File: src/rtl/rcwc_pkg.sv
// ----------------------------------------------------------------------------
// rcwc_pkg: shared types and constants for the Reno congestion window control
// Event kinds, congestion phases, result word layout and saturating helpers.
// ----------------------------------------------------------------------------
package rcwc_pkg;

    localparam int SEQ_BITS  = 16;
    localparam int DUP_BITS  = 8;
    localparam int IDX_BITS  = 1;

    typedef logic [SEQ_BITS-1:0] seq_t;
    typedef logic [DUP_BITS-1:0] dup_t;

    localparam seq_t SEQ_MAX          = {SEQ_BITS{1'b1}};
    localparam seq_t WIN_MAX          = 16'd65535;
    localparam seq_t SSTHRESH_DEFAULT = 16'd50;
    localparam seq_t FR_BOOST         = 16'd3;
    localparam dup_t DUP_LIMIT        = 8'd3;
    localparam dup_t DUP_MAX          = {DUP_BITS{1'b1}};

    // Configuration register indexes.
    localparam logic [IDX_BITS-1:0] REG_TOTAL_SEGMENTS   = 1'b0;
    localparam logic [IDX_BITS-1:0] REG_INITIAL_SSTHRESH = 1'b1;

    typedef enum logic [1:0] {
        MODE_SEND    = 2'd0,
        MODE_ACK     = 2'd1,
        MODE_TIMEOUT = 2'd2
    } mode_t;

    typedef enum logic [1:0] {
        PH_SLOW_START = 2'd0,
        PH_AVOID      = 2'd1,
        PH_RECOVERY   = 2'd2
    } phase_t;

    // One result word, last field in the lowest bits, padded to 88 bits.
    typedef struct packed {
        logic [1:0] pad;
        logic       done_res;
        logic [1:0] phase;
        seq_t       threshold_now;
        seq_t       window_now;
        seq_t       resend_count;
        seq_t       resend_first;
        logic       resend_now;
        logic       restart_timer;
        seq_t       send_seq;
        logic       send_grant;
    } result_t;

    localparam int RESULT_BITS = $bits(result_t);

    // Window increment that stops at the largest window.
    function automatic seq_t win_inc(input seq_t w);
        seq_t r;
        if (w < WIN_MAX)
        begin
            r = w + 16'd1;
        end
        else
        begin
            r = WIN_MAX;
        end
        return r;
    endfunction

    // Half of the window, rounded up.
    function automatic seq_t half_up(input seq_t w);
        logic [SEQ_BITS:0] s;
        s = {1'b0, w} + {{SEQ_BITS{1'b0}}, 1'b1};
        return s[SEQ_BITS:1];
    endfunction

endpackage

File: src/rtl/reno_congestion_window_control_top.sv
// ----------------------------------------------------------------------------
// reno_congestion_window_control_top: go-back-N sender window control
// Takes one event word per cycle while s_axis_tready is high (send request,
// acknowledgement or retransmit timeout) and returns one result word per
// event. The window base, next sequence number, cwnd, ssthresh, phase and
// duplicate-ack tracking live in flip-flops and are all updated by a single
// pass of logic in the cycle the event word is accepted, so a new event can
// enter every clock; its result is registered in the output register, and
// s_axis_tready stays high as long as that register is empty or being
// drained. Throughput is one event per cycle while it does, set by the
// single-pass state update loop. Configuration words are taken at any time
// (cfg_ready is always high) but should only be written while no event is in
// flight; writing initial_ssthresh also loads ssthresh at once, a zero
// counting as one.
// ----------------------------------------------------------------------------
module reno_congestion_window_control_top
(
    input  logic                           clk,
    input  logic                           rst_n,
    // Event channel.
    input  logic                           s_axis_tvalid,
    output logic                           s_axis_tready,
    input  logic [15:0]                    s_axis_tdata,   // ack_num[15:0]
    input  logic [2:0]                     s_axis_tuser,   // mode[1:0], ack_ok[2]
    // Result channel.
    output logic                           m_axis_tvalid,
    input  logic                           m_axis_tready,
    // send_grant[0], send_seq[16:1], restart_timer[17], resend_now[18],
    // resend_first[34:19], resend_count[50:35], window_now[66:51],
    // threshold_now[82:67], phase[84:83], done_res[85], zero pad[87:86]
    output logic [rcwc_pkg::RESULT_BITS-1:0] m_axis_tdata,
    // Configuration write channel.
    input  logic                           cfg_valid,
    output logic                           cfg_ready,
    input  logic [rcwc_pkg::IDX_BITS-1:0]  cfg_index,
    input  logic [15:0]                    cfg_data
);

    import rcwc_pkg::*;

    // Configuration and protocol state.
    seq_t    total_segments_reg;
    seq_t    window_base_reg,    window_base_next;
    seq_t    next_seq_reg,       next_seq_next;
    seq_t    cong_window_reg,    cong_window_next;
    seq_t    slow_threshold_reg, slow_threshold_next;
    phase_t  cc_phase_reg,       cc_phase_next;
    seq_t    last_ack_reg,       last_ack_next;
    logic    last_ack_seen_reg,  last_ack_seen_next;
    dup_t    dup_count_reg,      dup_count_next;
    seq_t    avoid_count_reg,    avoid_count_next;
    seq_t    recover_point_reg,  recover_point_next;
    logic    finished_reg,       finished_next;

    // Output register.
    logic    out_valid_reg;
    result_t out_word_reg;
    result_t res;

    logic    in_fire;
    mode_t   ev_mode;
    seq_t    ev_ack;
    logic    ev_ok;
    logic    dup;
    logic    grant;
    logic    restart;
    logic    resend;
    seq_t    cw_step;
    seq_t    avoid_step;
    seq_t    fr_thresh;
    logic [SEQ_BITS:0] fr_sum;
    logic [SEQ_BITS:0] ack_plus;

    assign s_axis_tready = !out_valid_reg || m_axis_tready;
    assign in_fire       = s_axis_tvalid && s_axis_tready;
    assign cfg_ready     = 1'b1;

    assign ev_mode  = mode_t'(s_axis_tuser[1:0]);
    assign ev_ok    = s_axis_tuser[2];
    assign ev_ack   = s_axis_tdata;
    assign ack_plus = {1'b0, ev_ack} + {{SEQ_BITS{1'b0}}, 1'b1};

    // Fast recovery entry values; on entry the window is unchanged since the
    // triggering ack is a duplicate.
    assign fr_thresh = half_up(cong_window_reg);
    assign fr_sum    = {1'b0, fr_thresh} + {1'b0, FR_BOOST};

    always_comb
    begin
        window_base_next    = window_base_reg;
        next_seq_next       = next_seq_reg;
        cong_window_next    = cong_window_reg;
        slow_threshold_next = slow_threshold_reg;
        cc_phase_next       = cc_phase_reg;
        last_ack_next       = last_ack_reg;
        last_ack_seen_next  = last_ack_seen_reg;
        dup_count_next      = dup_count_reg;
        avoid_count_next    = avoid_count_reg;
        recover_point_next  = recover_point_reg;
        finished_next       = finished_reg;
        grant               = 1'b0;
        restart             = 1'b0;
        resend              = 1'b0;
        dup                 = last_ack_seen_reg && (last_ack_reg == ev_ack);
        cw_step             = win_inc(cong_window_reg);
        avoid_step          = avoid_count_reg + 16'd1;

        if (in_fire && !finished_reg)
        begin
            unique case (ev_mode)
                MODE_SEND:
                begin
                    if (((next_seq_reg - window_base_reg) < cong_window_reg) &&
                        (next_seq_reg < total_segments_reg) &&
                        (next_seq_reg < SEQ_MAX))
                    begin
                        grant         = 1'b1;
                        restart       = (window_base_reg == next_seq_reg);
                        next_seq_next = next_seq_reg + 16'd1;
                    end
                end
                MODE_ACK:
                begin
                    if (ev_ok && (ev_ack < next_seq_reg))
                    begin
                        if (ev_ack >= window_base_reg)
                        begin
                            window_base_next = ack_plus[SEQ_BITS-1:0];
                        end
                        restart = (window_base_next != next_seq_reg);
                        if (ack_plus == {1'b0, total_segments_reg})
                        begin
                            // Final segment acknowledged: no congestion update.
                            finished_next = 1'b1;
                        end
                        else
                        begin
                            if (dup)
                            begin
                                if (dup_count_reg < DUP_MAX)
                                begin
                                    dup_count_next = dup_count_reg + 8'd1;
                                end
                            end
                            else
                            begin
                                last_ack_next      = ev_ack;
                                last_ack_seen_next = 1'b1;
                                dup_count_next     = '0;
                            end

                            unique case (cc_phase_reg)
                                PH_SLOW_START:
                                begin
                                    if (!dup)
                                    begin
                                        cong_window_next = cw_step;
                                    end
                                    if (dup_count_next == DUP_LIMIT)
                                    begin
                                        resend              = 1'b1;
                                        cc_phase_next       = PH_RECOVERY;
                                        slow_threshold_next = fr_thresh;
                                        cong_window_next    = fr_sum[SEQ_BITS] ? WIN_MAX
                                                              : fr_sum[SEQ_BITS-1:0];
                                        recover_point_next  = next_seq_reg - 16'd1;
                                    end
                                    else if (cong_window_next >= slow_threshold_reg)
                                    begin
                                        avoid_count_next = '0;
                                        cc_phase_next    = PH_AVOID;
                                    end
                                end
                                PH_AVOID:
                                begin
                                    if (!dup)
                                    begin
                                        if (avoid_step >= cong_window_reg)
                                        begin
                                            cong_window_next = cw_step;
                                            avoid_count_next = '0;
                                        end
                                        else
                                        begin
                                            avoid_count_next = avoid_step;
                                        end
                                    end
                                    if (dup_count_next == DUP_LIMIT)
                                    begin
                                        resend              = 1'b1;
                                        cc_phase_next       = PH_RECOVERY;
                                        slow_threshold_next = fr_thresh;
                                        cong_window_next    = fr_sum[SEQ_BITS] ? WIN_MAX
                                                              : fr_sum[SEQ_BITS-1:0];
                                        recover_point_next  = next_seq_reg - 16'd1;
                                    end
                                end
                                PH_RECOVERY:
                                begin
                                    if (!dup)
                                    begin
                                        cong_window_next = cw_step;
                                    end
                                    if (dup_count_next == DUP_LIMIT)
                                    begin
                                        resend = 1'b1;
                                    end
                                    // Recovery ends once the recovery point is acked.
                                    if (ev_ack >= recover_point_reg)
                                    begin
                                        avoid_count_next = '0;
                                        cong_window_next = slow_threshold_reg;
                                        cc_phase_next    = PH_AVOID;
                                    end
                                end
                                default:
                                begin
                                end
                            endcase
                        end
                    end
                end
                MODE_TIMEOUT:
                begin
                    slow_threshold_next = fr_thresh;
                    cong_window_next    = 16'd1;
                    cc_phase_next       = PH_SLOW_START;
                    resend              = 1'b1;
                end
                default:
                begin
                end
            endcase
        end

        res               = '0;
        res.send_grant    = grant;
        res.send_seq      = grant ? next_seq_reg : '0;
        res.restart_timer = restart || resend;
        res.resend_now    = resend;
        res.resend_first  = resend ? window_base_next : '0;
        res.resend_count  = resend ? (next_seq_next - window_base_next) : '0;
        res.window_now    = cong_window_next;
        res.threshold_now = slow_threshold_next;
        res.phase         = cc_phase_next;
        res.done_res      = finished_next;
    end

    always_ff @(posedge clk or negedge rst_n)
    begin
        if (!rst_n)
        begin
            total_segments_reg <= 16'd1;
            window_base_reg    <= '0;
            next_seq_reg       <= '0;
            cong_window_reg    <= 16'd1;
            slow_threshold_reg <= SSTHRESH_DEFAULT;
            cc_phase_reg       <= PH_SLOW_START;
            last_ack_reg       <= '0;
            last_ack_seen_reg  <= 1'b0;
            dup_count_reg      <= '0;
            avoid_count_reg    <= '0;
            recover_point_reg  <= '0;
            finished_reg       <= 1'b0;
            out_valid_reg      <= 1'b0;
        end
        else
        begin
            window_base_reg    <= window_base_next;
            next_seq_reg       <= next_seq_next;
            cong_window_reg    <= cong_window_next;
            cc_phase_reg       <= cc_phase_next;
            last_ack_reg       <= last_ack_next;
            last_ack_seen_reg  <= last_ack_seen_next;
            dup_count_reg      <= dup_count_next;
            avoid_count_reg    <= avoid_count_next;
            recover_point_reg  <= recover_point_next;
            finished_reg       <= finished_next;

            // A threshold write takes the place of the event update.
            if (cfg_valid && cfg_ready && (cfg_index == REG_INITIAL_SSTHRESH))
            begin
                slow_threshold_reg <= (cfg_data == '0) ? 16'd1 : cfg_data;
            end
            else
            begin
                slow_threshold_reg <= slow_threshold_next;
            end

            if (cfg_valid && cfg_ready && (cfg_index == REG_TOTAL_SEGMENTS))
            begin
                total_segments_reg <= cfg_data;
            end

            if (in_fire)
            begin
                out_valid_reg <= 1'b1;
            end
            else if (m_axis_tready)
            begin
                out_valid_reg <= 1'b0;
            end
        end
    end

    // Result payload needs no reset.
    always_ff @(posedge clk)
    begin
        if (in_fire)
        begin
            out_word_reg <= res;
        end
    end

    assign m_axis_tvalid = out_valid_reg;
    assign m_axis_tdata  = out_word_reg;

    // The base never runs past the next sequence number.
    a_base_le_next: assert property (@(posedge clk) disable iff (!rst_n)
        window_base_reg <= next_seq_reg)
        else $error("window base beyond next sequence number");

    // cwnd and ssthresh never drop to zero.
    a_window_nonzero: assert property (@(posedge clk) disable iff (!rst_n)
        (cong_window_reg != '0) && (slow_threshold_reg != '0))
        else $error("cwnd or ssthresh reached zero");

    // Once finished, the transfer stays finished.
    a_finished_sticky: assert property (@(posedge clk) disable iff (!rst_n)
        finished_reg |=> finished_reg)
        else $error("finished flag cleared");

    // A resend always restarts the timer, and no resend leaves its fields zero.
    a_resend_fields: assert property (@(posedge clk) disable iff (!rst_n)
        out_valid_reg |-> (out_word_reg.resend_now ? out_word_reg.restart_timer
                           : ((out_word_reg.resend_first == '0) &&
                              (out_word_reg.resend_count == '0))))
        else $error("inconsistent resend result");

    // A grant is only given while the transfer is still running.
    a_grant_running: assert property (@(posedge clk) disable iff (!rst_n)
        (in_fire && finished_reg) |=> !out_word_reg.send_grant)
        else $error("grant after the transfer finished");

endmodule

File: config.mk
export PLATFORM = sky130hd
export DESIGN_NAME = reno_congestion_window_control_top
export DESIGN_NICKNAME = d
export VERILOG_FILES = /design/src/rtl/rcwc_pkg.sv /design/src/rtl/reno_congestion_window_control_top.sv
export SDC_FILE = /design/constraint.sdc
export NUM_CORES = 1
export LEC_CHECK = 0
export BUFFER_PORTS_ARGS = -buffer_cell sky130_fd_sc_hd__clkbuf_2
export CAP_MARGIN = 20
export CORE_AREA = 2 2 123 245
export CTS_BUF_LIST = sky130_fd_sc_hd__clkbuf_4 sky130_fd_sc_hd__clkbuf_8 sky130_fd_sc_hd__clkbuf_16
export DETAILED_ROUTE_END_ITERATION = 8
export DIE_AREA = 0 0 125 247
export HOLD_SLACK_MARGIN = 0.06
export PLACE_DENSITY = 0.75
export SETUP_SLACK_MARGIN = 0.2
export SLEW_MARGIN = 0
export SYNTH_ARGS = -nofsm -noshare
export SYNTH_HDL_FRONTEND = slang
export SYNTH_SLANG_ARGS = --single-unit
File: constraint.sdc
create_clock -name clk -period 6.6 [get_ports clk]
set_input_delay 1.32 -clock clk [delete_from_list [all_inputs] [get_ports clk]]
set_output_delay 1.32 -clock clk [all_outputs]
set_load 0.02 [all_outputs]
==> flow_summary.json <==
{
  "outcome": "complete, but fails checks",
  "violations": "setup timing",
  "antenna_found_initial": 0,
  "maxCapViolCount": 0,
  "synth.avg_cell_area_um2": 9.270,
  "postPlaceCellArea_um2": 17460,
  "cpPeakStageDelay_ps": 430,
  "hold_viol_final": 0,
  "vias_per_cell": 6.137,
  "fin_crit_ps": 6829,
  "p_comb_frac": 0.112,
  "r2r_end": "m_axis_tdata[50]",
  "multi_input_area_um2": 9469,
  "synth-edff-count": 86,
  "synth_ff_type": "dfrtp_1",
  "hold-path-endpoint": "recover_point_reg[14]",
  "finalSetupViolCount": 8,
  "reg2reg_from": "next_seq_reg[1]",
  "num_vias": 14360,
  "ys.warnings.count": 0,
  "drt_iter0_drc": 1266,
  "synth_common_cells": "nand2_1 (184), ha_1 (149), inv_1 (141)",
  "drc_errors": 0,
  "firstDrtPassIters": 6,
  "cts_max_level": 1,
  "io-pin-count": 132,
  "required_ps": 6890,
  "grt_overflow": 0,
  "reg2reg_depth": 34,
  "cts_tree": "done",
  "grt_pass1_vias": 13570,
  "critPathSlowestCell": "dfrtp_1",
  "die_height_um": 247,
  "drv_slew": 0,
  "power_uw": 3235,
  "min_path_type": "reg -> reg",
  "regArea_um2": 6117,
  "area_delta_synth_final_pct": 18.20,
  "fin_cells": 2339,
  "tns_ps": -976.2,
  "die_area_um2": 30880,
  "ir_worst_vdd_v": 0.0002254,
  "power_density_nw_per_um2": 169.9,
  "worstHoldStart": "recover_point_reg[14]",
  "intPower_uw": 2399,
  "detail-route-antenna-nets": 0,
  "syn_inst": 1738,
  "synth_xor_area_frac": 0.08760,
  "drive_gt1_frac": 0.2167,
  "setup_slack_ps": -228.8,
  "dp.cells": 2230,
  "p_seq_frac": 0.481,
  "slew_headroom": 0.2556,
  "final_cell_area_um2": 19040,
  "rsz0062_at_grt": "yes",
  "yosys-mux-area-fraction": 0.04162,
  "core_area_um2": 29180,
  "cp-start-kind": "flip-flop",
  "arrival_ps": 7120,
  "p_sw_frac": 0.2585,
  "grt_pass1_wl_um": 75490,
  "die_w_um": 125,
  "row_count": 89,
  "ys_top_cells_by_area": "dfrtp_1 (21%), edfxtp_1 (16%), ha_1 (12%), xnor2_1 (5.7%), nand2_1 (4.3%)",
  "synth_top_area_frac": 0.2112,
  "fillers": 2339,
  "cts_buffer_depth": 3,
  "ys_seq_elements": 227,
  "max_freq_mhz": 146.4,
  "yosysMostFrequentCell": "nand2_1",
  "synth_top_family_by_area": "simple AND/OR/NAND/NOR gates",
  "numCtsBuffers": 22,
  "wire_per_inst_um": 21.53,
  "io_buffers": 128,
  "synthArstFlopShare": 0.6211,
  "dp_hpwl_um": 36250,
  "grt_max_degree": 58,
  "yosys.area_share.simple": 0.1730,
  "ys_types": 85,
  "largest_reg_flops": 86,
  "worst_pin_slew_ps": 1117,
  "track_usage": 0.3102,
  "fin_skew_ps": 23.09,
  "leakagePower_uw": 0.008721,
  "wl_um": 50350,
  "clock-root-buffer": "clkbuf_16",
  "worstSetupPathType": "reg -> reg",
  "cp_max_fo": 3,
  "synth_top_area_cell": "dfrtp_1",
  "layout.nets": 2151,
  "start_util": 0.5522,
  "netlist_area_um2": 16110,
  "clk_pin_slew_worst_paths_ps": 60,
  "switchingPower_uw": 836.2,
  "end_kind": "flip-flop",
  "r2r_slack_ps": -230,
  "clockPowerShare": 0.406,
  "synth_compound_area_frac": 0.1449,
  "synthAdderAreaFrac": 0.1182,
  "cts.sinks": 227,
  "min_delay_path_depth": 2,
  "clkLatencyLatePin_ps": 540,
  "finalCritPeriodShare": 1.035,
  "diodes": 0,
  "seq_area_frac_synth": 0.3797,
  "place.gp.congestion": 1.038
}
-- cells by family after synthesis --
logic type / after synthesis
xor+xnor: 150
buf+inv: 216
flops: 227
compound gates: 373
simple gates: 556
mux: 63
other cells: 2
fa+ha+maj: 151
-- critical path: cells and delay by family, from the launching register on --
family | cells | cell delay, ps
AO/OA/AOI/OAI | 18 | 3240
AND/OR/NAND/NOR | 9 | 1440
adder cells (fa/ha/maj) | 3 | 830
buffers and inverters | 3 | 460
flip-flops | 1 | 430
XOR/XNOR | 1 | 180
-- power groups by stage --
stage	combinational [µW]	sequential [µW]	clock [µW]
after floorplan	193	1610	0
after global placement	352	1580	0
after detailed placement	357	1580	0
after CTS	361	1560	1340
after global routing	398	1560	1380
final	363	1560	1310
-- cell usage in the layout, fill, tap and decap left out, types with 32 or more instances in the layout --
master / instances
nand2_1: 182
ha_1: 142
inv_1: 137
buf_4: 137
dfrtp_1: 136
clkbuf_2: 127
o21ai_0: 115
nor2_1: 110
xnor2_1: 102
edfxtp_1: 86
a21oi_1: 66
nand3_1: 43
xor2_1: 37
nor4_1: 35
mux2_2: 32
-- per-stage QoR --
| stage | util | setup WS (ps) | hold slack [ps] |
|---|---|---|---|
| global placement | 0.5984 | -10.11 | 464.3 |
| floorplan | - | 203.4 | 449.8 |
| global route | 0.6527 | -470.2 | 494.1 |
| CTS | 0.6423 | 119.5 | 485.7 |
| finish | 0.6527 | -228.8 | 479.2 |
| detailed placement | 0.5984 | -297.2 | 471.9 |
-- worst max path at each step --
stage                                  start  cells past startpoint  slack, ps               end
after global placement    window_base_reg[1]                     35        -10  m_axis_tdata[50]
after detailed placement  window_base_reg[1]                     35       -300  m_axis_tdata[50]
final                        next_seq_reg[1]                     34       -230  m_axis_tdata[50]
after floorplan              next_seq_reg[0]                     36        200  m_axis_tdata[50]
after CTS                    next_seq_reg[0]                     37        120  m_axis_tdata[45]
after global routing         next_seq_reg[0]                     37       -470  m_axis_tdata[48]
-- repair_timing --
action | 4_1_cts | 5_1_grt
pin swaps | 27 | 50
hold buffers | 0 | 0
setup endpoints to repair | 9 | 11
resized for setup | 34 | 47
buffers inserted | 55 | 14
-- routing by layer --
layer  vias up  routed length [µm]  GRT usage  share of wire
li1       6638                   -          -              -
met1      6780               19900     0.4041           0.40
met2       736               23510     0.5064           0.47
met3       201                3629    0.03570          0.072
met4         0                3314     0.1676          0.066
met5         -                   0          0              0
-- layout make-up --
| cell class | instances | area share |
|---|---|---|
| clock buffer | 28 | 0.03219 |
| timing repair buffer | 270 | 0.09093 |
| inverter | 142 | 0.02799 |
| multi-input combinational | 1296 | 0.4972 |
| tap | 364 | 0.02392 |
| sequential | 227 | 0.3212 |
| clock inverter | 12 | 0.006505 |
No activity file was read; power rests on OpenSTA's default activity.
